### config.mk
export PLATFORM = sky130hd
export DESIGN_NAME = pss_queue
export DESIGN_NICKNAME = d
export VERILOG_FILES = /design/src/design/pss_pkg.sv /design/src/design/pss_queue.sv
export SDC_FILE = /design/constraint.sdc
export NUM_CORES = 1
export LEC_CHECK = 0
export ABC_AREA = 1
export CORE_MARGIN = 2
export CORE_UTILIZATION = 50
export DETAILED_ROUTE_END_ITERATION = 7
export DONT_BUFFER_PORTS = 1
export GPL_ROUTABILITY_DRIVEN = 1
export MAX_ROUTING_LAYER = met4
export PLACE_DENSITY = 0.65
export SLEW_MARGIN = 25
export SYNTH_ARGS = -nofsm -noshare
export SYNTH_HDL_FRONTEND = slang
export SYNTH_SLANG_ARGS = --single-unit
export TNS_END_PERCENT = 100
### constraint.sdc
create_clock -name clock -period 3.73 [get_ports clock]
set_input_delay 1.119 -clock clock [delete_from_list [all_inputs] [get_ports clock]]
set_output_delay 1.119 -clock clock [all_outputs]
set_load 0.02 [all_outputs]
### src/design/pss_pkg.sv
// Package for the parity split sorter: transaction types, queue entry type
// and the ordering key function. Depends on nothing.
`timescale 1ns / 1ps
package pss_pkg;

   typedef struct packed {
      logic signed [31:0] value;
      logic               is_final;
   } req_type;

   typedef struct packed {
      logic signed [31:0] sorted_value;
      logic               is_last;
      logic               overflow;
   } rsp_type;

   // One classified element travelling from the front to the back.
   typedef struct packed {
      logic signed [31:0] value;
      logic               is_final;
      logic               store;
      logic               overflow;
   } entry_type;

   localparam int KEY_W = 33;

   // Ascending key order gives evens ascending, then odds descending.
   function automatic logic [KEY_W-1:0] sort_key(input logic [31:0] v);
      logic [31:0] flip;
      flip = v ^ 32'h8000_0000;
      return v[0] ? {1'b1, ~flip} : {1'b0, flip};
   endfunction

endpackage

### src/design/pss_queue.sv
// Two-entry queue between the front and back of the parity split sorter.
// Depends on pss_pkg.
`timescale 1ns / 1ps
module pss_queue (
   input  logic                clock,
   input  logic                reset,
   input  logic                push,
   input  pss_pkg::entry_type  push_entry,
   output logic                full,
   input  logic                pop,
   output logic                head_valid,
   output pss_pkg::entry_type  head_entry
);
   pss_pkg::entry_type slot_ff [2];
   logic       wr_ptr_ff, wr_ptr_in;
   logic       rd_ptr_ff, rd_ptr_in;
   logic [1:0] fill_ff, fill_in;

   assign full       = fill_ff == 2'd2;
   assign head_valid = fill_ff != 2'd0;
   assign head_entry = slot_ff[rd_ptr_ff];

   always_comb begin
      wr_ptr_in = push ? !wr_ptr_ff : wr_ptr_ff;
      rd_ptr_in = pop ? !rd_ptr_ff : rd_ptr_ff;
      fill_in   = fill_ff + {1'b0, push} - {1'b0, pop};
   end

   always_ff @(posedge clock) begin
      if (push) begin
         slot_ff[wr_ptr_ff] <= push_entry;
      end
      if (reset) begin
         wr_ptr_ff <= 1'b0;
         rd_ptr_ff <= 1'b0;
         fill_ff   <= 2'd0;
      end else begin
         wr_ptr_ff <= wr_ptr_in;
         rd_ptr_ff <= rd_ptr_in;
         fill_ff   <= fill_in;
      end
   end
endmodule

== Yosys cells after proc, flatten, opt, wreduce, memory -nomap -nowiden ==
Memory sizes are Yosys's and may differ from the RTL's. A register that Yosys moved wholly into a read port is not among the register bits.
Cells that the tools add are included.

* Add/sub/neg operators: 2
* Eq/ne operators: 1
* Multiplexer cells: 4
* Reduce and logical (&&, ||, !) cells: 3

{| class="wikitable"
|+ Operators with widths
! kind !! count
|-
| $mux 1 || 4
|-
| $add 2x1->2 || 1
|-
| $eq 2x2->1 const B || 1
|-
| $logic_not 1->1 || 2
|-
| $reduce_bool 2->1 || 1
|-
| $sub 2x1->2 || 1
|}

* Flip-flop bits (word level): 4
* RAM bits: 70
* Input bits: 39
* Memories kept: 1

{| class="wikitable"
|+ Memory list
! name !! depth !! bits a word !! read ports !! clocked after Yosys merged registers in !! wr ports !! RTL line !! source
|-
| slot_ff || 2 || 35 || 1 || 1 || 1 || pss_queue.sv:14 || <nowiki>pss_pkg::entry_type slot_ff [2];</nowiki>
|}

== Depth between registers and ports, before layout ==
* Depth in word-level cells: 3
* Mapped depth: 7
* Mapped depth without buffers: 7

== Least setup slack after synthesis ==
Ideal clock, no wire load.

* Path kind: input to register
* Start point: input port push
* End point: memory slot_ff[0][0] in the netlist's numbering, enable pin
* Library setup time: 428 ps
* Data arrival time: 2633 ps
* Slack: 669 ps
* Stages: 2
* Path buffers: 0
* Path through: inv_1 -> nor2_1

* Cells in the longest elaborated chain, start to end: 2

{| class="wikitable"
|+ RTL lines
! element !! RTL line !! source
|-
| start, declared || pss_queue.sv:7 || <nowiki>input logic push,</nowiki>
|-
| $mux 1 || pss_queue.sv:30 || <nowiki>if (push) begin</nowiki>
|-
| $mux 1 (not written as such) || pss_queue.sv:31 || <nowiki>slot_ff[wr_ptr_ff] <= push_entry;</nowiki>
|-
| end, declared || pss_queue.sv:14 ||
|}

No other way between the ends.

==> results.toml <==
[outcome]
status = "finished clean"

[final_layout]
drive_above_1_share_pct = 32.9
antenna_cells = 0
num-nets-final = 191
final_cell_area_um2 = 3160
area_growth_pct = 8.96
instances_no_fill = 227
fill_cells = 423

[die]
dieArea_um2 = 6430
die_h_um = 80.2
die-width_um = 80.2
start_util_pct = 52.1
num_io_pins = 76
num_rows = 27
coreArea_um2 = 5570

[clock_tree]
clk_latency_ns = 0.32
cts_buffers = 9
clock_path_buffers = 2
clk_pin_slew_ns = 0.07
cts_setup_buffers = 0
cts_root_buffer = "clkbuf_8"
cts-resized-gates = 0
h-tree-depth = 3
cts.sinks = 75
hold_buffers = 0
cts_tree = "yes"

[global_routing]
antenna_found_initial = 0
grt_remaining_overflow = 0
grt_pass1_wl_um = 6560
grt_pass1_vias = 1353
grt_start_max_net_pins = 36
grt_util_all_layers_pct = 14.7

[sta]
hold_violations = 0
finalCriticalPeriod_ns = 2.81
final.setup_skew_ns = 0.00694
fin_crit_sh_pct = 75.5
finalSetupViolCount = 0
slew_violations = 0
grt_setup_unrepaired = "false"
clock.fmax_mhz = 355
tns_ns = 0
worst_pin_slew_ns = 0.544
relSlewSlack_pct = 63.7

[drt]
drt_wl_total_um = 4180
ant_nets = 0
drcViolationCount = 0
dr_total_vias = 1194
drt_iter0_drc = 21
wl_met3_um = 339
route.detailed.wl_per_inst_um = 18.4
wl_met2_um = 2350
top_layer = "met4"
met1_length_um = 1420
first_pass_iters = 4
vias_per_cell = 5.26

[synthesis]
synth_area_per_cell_um2 = 20.7
yosysUniqueCellTypes = 14
ys_warn_count = 0
ys_seq_area_share_pct = 75.8
ys_seq_elements = 75
syn_inst = 140
synth_nets = 181
synth_area_um2 = 2900

[worst_hold_path]
min-delay-start = "wr_ptr_ff"
min_path_cells = 2
hp-class = "flip-flop to flip-flop"

[worst_setup_path]
worstSetupPathType = "flip-flop to primary output"
crit_arrival_ns = 1.70
worstPathRequired_ns = 2.61
reg2regPathDepth = 3
critPathMaxFanout = 20
r2r-start = "wr_ptr_ff"
cp-end-kind = "primary output"
critPathLaunchType = "flip-flop"

[placed_design]
placed_area_um2 = 2960
io_buffer_count = 0
place_hpwl_um = 2750
routabilityCongestion = 0.671
placed_cells = 210

[pwr]
ir_worst_vdd_uv = 340
pwr_density_cell_nw_per_um2 = 553
p_leak_nw = 1.15

[flow_run]
drv_cap = 0
## registers in the layout, indices dropped and copies added, names as in the netlist, named ones only
name,cells
rd_ptr_ff,1
wr_ptr_ff,1
slot_ff,70
fill_ff,2
## worst max-delay path, stage by stage (launching register included)
cell and delay, ns:
dfxtp_2 0.68, buf_12 0.26, mux2_2 0.42
## area by class of cell
cell class | count | area [um2] | share of cell area [%]
Tap cell | 72 | 90.1 | 2.85
Inverter | 8 | 30.0 | 0.949
Timing Repair Buffer | 3 | 55.1 | 1.74
Clock buffer | 13 | 139 | 4.39
Sequential cell | 75 | 2200 | 69.6
Clock inverter | 3 | 38.8 | 1.23
Multi-Input combinational cell | 53 | 608 | 19.2
## per-layer routing
metal | vias up | global-route usage [%]
li1 | 547 | -
met1 | 581 | 13.8
met2 | 56 | 26.2
met3 | 10 | 5.62
met4 | 0 | 7.12
met5 | - | -
## through the flow
step / hold slack [ns] / worst slack [ns] / power, mW / utilization [%]
final: 0.545 / 0.915 / 1.75 / 56.8
after global routing: 0.577 / 0.823 / 1.81 / 56.8
after floorplan: 0.480 / 0.669 / 1.19 / -
after global placement: 0.497 / 1.27 / 1.20 / 53.1
after CTS: 0.551 / 0.876 / 1.77 / 56.3
after detailed placement: 0.541 / 1.23 / 1.21 / 53.1
## kinds of logic after synthesis
| group | after synthesis | share of synthesized area [%] |
|---|---|---|
| XOR/XNOR | 1 | 0.302 |
| buffers and inverters | 12 | 3.49 |
| flip-flops | 75 | 75.8 |
| adder cells (fa/ha/maj) | 2 | 0.862 |
| multiplexers | 35 | 17.4 |
| AND/OR/NAND/NOR | 14 | 1.90 |
| AO/OA/AOI/OAI | 1 | 0.172 |
## Yosys cell counts
| library cell | instances | area share [%] |
|---|---|---|
| xnor2_1 | 1 | 0.30 |
| nor2_1 | 7 | 0.90 |
| buf_6 | 1 | 0.39 |
| mux2_2 | 5 | 1.9 |
| edfxtp_1 | 70 | 72 |
| mux2_4 | 30 | 16 |
| inv_1 | 8 | 1.0 |
| a21oi_1 | 1 | 0.17 |
| ha_1 | 2 | 0.86 |
| nand2_1 | 5 | 0.65 |
| dfxtp_1 | 5 | 3.4 |
| nand3_1 | 1 | 0.17 |
| buf_12 | 3 | 2.1 |
| nor3_1 | 1 | 0.17 |
## cell usage in the layout (no fill, tap or decap), drive strengths merged
master / count
edfxtp: 70
mux2: 35
clkbuf: 13
inv: 8
nor2: 7
nand2: 5
dfxtp: 5
buf: 3
ha: 2
clkinv: 2
xnor2: 1
nor3: 1
a21oi: 1
nand3: 1
bufinv: 1
## worst paths after layout
check / end / slack [ns]
min reg2reg: wr_ptr_ff / 0.55
max: head_entry[2] / 0.92
min: wr_ptr_ff / 0.55
max reg2reg: slot_ff[1][29] / 2.41
## power by group
part	switching [mW]	total [mW]	internal (mW)	leakage, nW
Clock	0.251	0.558	0.307	0.0890
Combinational	0.116	0.198	0.0818	0.360
Sequential	0.0223	0.995	0.973	0.699
Note: power is estimated with default switching activity, not from simulation.
