### src/design/pss_pkg.sv
// Package for the parity split sorter: transaction types, queue entry type
// and the ordering key function. Depends on nothing.
`timescale 1ns / 1ps
package pss_pkg;

   typedef struct packed {
      logic signed [31:0] value;
      logic               is_final;
   } req_type;

   typedef struct packed {
      logic signed [31:0] sorted_value;
      logic               is_last;
      logic               overflow;
   } rsp_type;

   // One classified element travelling from the front to the back.
   typedef struct packed {
      logic signed [31:0] value;
      logic               is_final;
      logic               store;
      logic               overflow;
   } entry_type;

   localparam int KEY_W = 33;

   // Ascending key order gives evens ascending, then odds descending.
   function automatic logic [KEY_W-1:0] sort_key(input logic [31:0] v);
      logic [31:0] flip;
      flip = v ^ 32'h8000_0000;
      return v[0] ? {1'b1, ~flip} : {1'b0, flip};
   endfunction

endpackage

### src/design/pss_front.sv
// Front end of the parity split sorter: accepts transactions, counts the run
// and marks each element as stored or dropped. Depends on pss_pkg.
`timescale 1ns / 1ps
module pss_front #(
   parameter int CAPACITY = 64
) (
   input  logic                clock,
   input  logic                reset,
   input  logic                req_valid,
   output logic                req_stall,
   input  pss_pkg::req_type    req_data,
   output logic                push,
   output pss_pkg::entry_type  push_entry,
   input  logic                queue_full
);
   localparam int CNT_W = $clog2(CAPACITY + 1);

   logic [CNT_W-1:0] count_ff, count_in;
   logic             dropped_ff, dropped_in;
   logic             room;

   assign req_stall = queue_full;
   assign push      = req_valid && !queue_full;
   assign room      = count_ff < CNT_W'(CAPACITY);

   always_comb begin
      push_entry.value    = req_data.value;
      push_entry.is_final = req_data.is_final;
      push_entry.store    = room;
      push_entry.overflow = dropped_ff || !room;
      count_in   = count_ff;
      dropped_in = dropped_ff;
      if (push) begin
         if (req_data.is_final) begin
            count_in   = '0;
            dropped_in = 1'b0;
         end else if (room) begin
            count_in = count_ff + CNT_W'(1);
         end else begin
            dropped_in = 1'b1;
         end
      end
   end

   always_ff @(posedge clock) begin
      if (reset) begin
         count_ff   <= '0;
         dropped_ff <= 1'b0;
      end else begin
         count_ff   <= count_in;
         dropped_ff <= dropped_in;
      end
   end
endmodule

### config.mk
export PLATFORM = sky130hd
export DESIGN_NAME = pss_front
export DESIGN_NICKNAME = d
export VERILOG_FILES = /design/src/design/pss_pkg.sv /design/src/design/pss_front.sv
export SDC_FILE = /design/constraint.sdc
export NUM_CORES = 1
export LEC_CHECK = 0
export BUFFER_PORTS_ARGS = -buffer_cell sky130_fd_sc_hd__clkbuf_2
export CORE_MARGIN = 4
export CORE_UTILIZATION = 34
export DETAILED_ROUTE_END_ITERATION = 8
export PLACE_DENSITY_LB_ADDON = 0.08
export SLEW_MARGIN = 20
export SYNTH_ARGS = -nofsm -noshare
export SYNTH_HDL_FRONTEND = slang
export SYNTH_SLANG_ARGS = --single-unit
export TNS_END_PERCENT = 50
### constraint.sdc
create_clock -name clock -period 1.3 [get_ports clock]
set_input_delay 0.195 -clock clock [delete_from_list [all_inputs] [get_ports clock]]
set_output_delay 0.195 -clock clock [all_outputs]
set_load 0.01 [all_outputs]
**Yosys cells after proc, flatten, opt, wreduce, memory -nomap -nowiden**

Cells that the tools add are included.

- Flip-flop bits (word level): 8
- Input port bits: 37
- Output and inout port bits: 37
- Word-level logic and storage cells: 16

- Add/subtract/negate cells: 1
- Magnitude comparators: 1
- Equality and inequality tests: 1
- Multiplexer cells: 4
- Reduce and logical (&&, ||, !) cells: 7

Operators by type and width:

| cell | number |
|---|---|
| 2-to-1 mux 7 bit | 2 |
| adder 7 x 1 -> 7 bit (second input constant) | 1 |
| less-than comparator 7 bit (second input constant) | 1 |
| AND reduction 2 bit | 2 |
| logical NOT 1 bit | 2 |
| 2-to-1 mux 1 bit | 2 |
| != test 2 bit (second input constant) | 1 |
| nonzero test 2 bit | 1 |
| logical AND 1 bit | 1 |
| logical OR 1 bit | 1 |

**Longest topological paths before layout**

- Word-level depth: 3
- Mapped depth: 5
- Gate-level depth less buffers: 4

**Worst setup path before layout**

OpenSTA, ideal clock, no wires.

- Kind: register to register
- Start: reg count_ff[6]
- End: reg count_ff[0]
- Setup time: 0.070 ns
- Arrival time: 1.158 ns
- Data required time: 1.230 ns
- Path slack: 0.072 ns
- Cell stages (with the launch flop): 4
- Path buffers: 0
- Clock period less this slack: 1.228 ns
- Path through: dfxtp_1 > or4b_1 > or2_0 > a21oi_1

- Cells in the longest elaborated chain, start to end: 3

Ends and longest elaborated chain:

| item | RTL line | text |
|---|---|---|
| start, declared | pss_front.sv:18 | `logic [CNT_W-1:0] count_ff, count_in;` |
| start signal, assigned | pss_front.sv:50 | `count_ff <= count_in;` |
| less-than comparator 7 bit | pss_front.sv:24 | `assign room = count_ff < CNT_W'(CAPACITY);` |
| nonzero test 2 bit (no source line) | n/a |  |
| AND reduction 2 bit (no source line) | n/a |  |

No other way between the ends.
A chain may end at the register's enable or synchronous reset.

**Worst setup path in the final report**

Ends and elaborated chain as after synthesis.

==> impl_metrics.env <==
export IMPL_drt_initial_drc_count=0
export IMPL_syn_to_final_growth_pct=-15.47
export IMPL_switching_share_pct=24.29
export IMPL_dpl_hpwl_um=928.9
export IMPL_avgRoutedWirePerCell_um=13.39
export IMPL_vias=431
export IMPL_fin_ws_ns=0.04387
export IMPL_fillCellCount=215
export IMPL_grt_pass1_vias=394
export IMPL_synth_top_area_cell="buf_4"
export IMPL_pwr_share_clk_pct=40.0
export IMPL_worstSetupPathType="flip-flop to flip-flop"
export IMPL_nNetsFinal=104
export IMPL_syn_area_per_cell_um2=8.285
export IMPL_cts_sinks=8
export IMPL_maxClockFrequency_mhz=796.1
export IMPL_powerDensity_nw_per_um2=871.5
export IMPL_stdcell_count=89
export IMPL_cp_start_kind="flip-flop"
export IMPL_vdd_drop_max_v=0.0004664
export IMPL_synth_nets=120
export IMPL_setup_tns_final_ns=0
export IMPL_start_util_pct=37.71
export IMPL_grt_antenna_before_repair=0
export IMPL_gp_congestion=0.6850
export IMPL_reg2reg_from="count_ff[6]"
export IMPL_p_sw_uw=121.6
export IMPL_globalRoute_totalOverflow=0
export IMPL_vias_per_cell=4.843
export IMPL_cts_tree="built"
export IMPL_rows=15
export IMPL_finalCritPeriodShare_pct=96.63
export IMPL_yosys_warnings=0
export IMPL_clock_latency_ns=0.26
export IMPL_die_h_um=52.70
export IMPL_drc=0
export IMPL_total_power_uw=500.5
export IMPL_grt_max_degree=9
export IMPL_io_pins=74
export IMPL_critPathMaxStageDelay_ns=0.53
export IMPL_cpLargestDelayFamily="simple AND/OR/NAND/NOR gates"
export IMPL_holdPathStages=2
export IMPL_rsz0062_at_grt="yes"
export IMPL_grt_usage_pct=9.203
export IMPL_slew_limit_headroom_pct=69.91
export IMPL_cellInternalPower_uw=378.9
export IMPL_synth_seq_cells=8
export IMPL_drive_gt1_share_pct=39.06
export IMPL_first_pass_iters=1
export IMPL_io_buffers=9
export IMPL_cts_buffers=3
export IMPL_critPathBufInv=0
export IMPL_clockBufferDepth=2
export IMPL_outcome="completed"
export IMPL_synth_cell_types=23
export IMPL_utilization_pct=31.87
export IMPL_finalSetupViolations=0
export IMPL_ant_nets=0
export IMPL_root_buffer="clkbuf_4"
export IMPL_grt_pass1_wl_um=1787
export IMPL_cts_hold_repair_buffers=0
export IMPL_synth_top_area_share_pct=38.67
export IMPL_min_path_type="input port to flip-flop"
export IMPL_die_area_um2=2777
export IMPL_finalHoldViolCount=0
export IMPL_whs_endpoint="count_ff[0]"
export IMPL_synth_area_leaders="buf_4 39%, dfxtp_1 24%, a21oi_1 3.7%, nand3b_1 3.3%, mux2i_1 2.9%"
export IMPL_final_common_cell="clkbuf_2"
export IMPL_slew_viol_final=0
export IMPL_syn_cell_area_um2=679.4
export IMPL_synthCells=82
export IMPL_drt_wl_total_um=1192
export IMPL_dpl_cell_count=85
export IMPL_h_tree_depth=1
export IMPL_max_cap_violations=0
export IMPL_crit_arrival_ns=1.45
export IMPL_worst_slew_pin_slew_ns=0.4504
export IMPL_die_w_um=52.70
export IMPL_insertedDiodeCount=0
export IMPL_crit_slowest_cell="or4b_1"
export IMPL_worstHoldStart="reset"
export IMPL_cp_required_ns=1.49
export IMPL_dp_slack_ns=-0.003750
export IMPL_ff2ff_setup_slack_ns=0.04
export IMPL_crit_path_max_fanout=3
export IMPL_endpoint_kind="flip-flop"
export IMPL_pwr_share_comb_pct=10.3
export IMPL_clkTransAtPathRegs_ns=0.06
export IMPL_fin_skew_ns=0.005802
export IMPL_core_area_um2=1802
export IMPL_min_period_ns=1.256
export IMPL_seq_area_frac_synth_pct=23.57
export IMPL_rr_endpoint="count_ff[0]"
export IMPL_leakagePower_uw=0.0002131
export IMPL_cp_cell_sequence="or4b_1 > or2_0 > a21oi_1"
export IMPL_power_frac_seq_pct=49.8
export IMPL_r2r_cells=3
export IMPL_mostFrequentLayoutCells="8 x clkbuf_2, 6 x buf_4, 5 x a21oi_1, 5 x dfxtp_1"
-- per-layer routing --
metal / up-vias / GRT usage (%) / wire length (µm)
met1: 201 / 9.764 / 474
met4: 0 / 6.809 / 27
met3: 8 / 6.838 / 185
li1: 207 / - / -
met2: 15 / 12.19 / 505
met5: - / 0 / 0
-- sequential cells by signal, indices dropped and copies added (netlist names) --
signal and cells:
count_ff 7, dropped_ff 1
-- stage by stage --
stage / hold slack [ns] / instance area [µm²]
after global routing: 0.1936 / 574.3
after global placement: 0.3901 / 519.2
final: 0.1787 / 574.3
after detailed placement: 0.3901 / 519.2
after CTS: 0.1689 / 545.5
after floorplan: 0.2641 / 679.4
-- how the worst max path moves through the flow --
stage / from / endpoint / cells past startpoint
after floorplan: count_ff[6] / count_ff[0] / 3
after global placement: count_ff[1] / count_ff[2] / 4
after detailed placement: count_ff[1] / count_ff[2] / 4
after CTS: count_ff[6] / push_entry[0] / 3
after global routing: count_ff[0] / count_ff[5] / 4
final: count_ff[6] / count_ff[0] / 3
-- logic make-up after synthesis --
family | synth area share, %
compound gates | 8.655
fa+ha+maj | 1.841
buf+inv | 41.99
flops | 23.57
mux | 2.947
simple gates | 21.00
-- synth_stat cells (all sizes together) --
cell / count
buf: 36
dfxtp: 8
nand3: 2
nand3b: 3
ha: 1
mux2i: 2
or2: 2
inv: 3
or4: 2
nor2: 2
nand2b: 2
a21oi: 5
or3b: 2
nand2: 2
nor4: 2
nand4b: 1
or4b: 1
nor2b: 1
o21ai: 2
o31ai: 2
o32ai: 1
-- layout make-up --
class | count | area (µm²) | share of cell area, %
inverter | 3 | 11.26 | 1.961
tap | 25 | 31.28 | 5.447
sequential | 8 | 163.9 | 28.54
clock buffer | 3 | 22.52 | 3.922
timing repair buffer | 15 | 96.34 | 16.78
multi-input combinational | 35 | 249.0 | 43.36
-- timing repair --
| item | 4_1_cts | 5_1_grt |
|---|---|---|
| buffers inserted | 0 | 1 |
| gates resized for setup | 2 | 6 |
| pin swaps | 1 | 2 |
| endpoints found under the hold margin | 0 | 0 |
| endpoints found under the setup margin | 2 | 5 |
-- power by group through the flow --
stage | registers (µW) | clock network, µW | logic (µW)
final | 249 | 200 | 51.3
after global routing | 249 | 221 | 57.1
after CTS | 248 | 210 | 51.3
after detailed placement | 253 | 0 | 50.9
after global placement | 253 | 0 | 52.4
after floorplan | 253 | 0 | 131
Power figures use the tool's default switching activity.
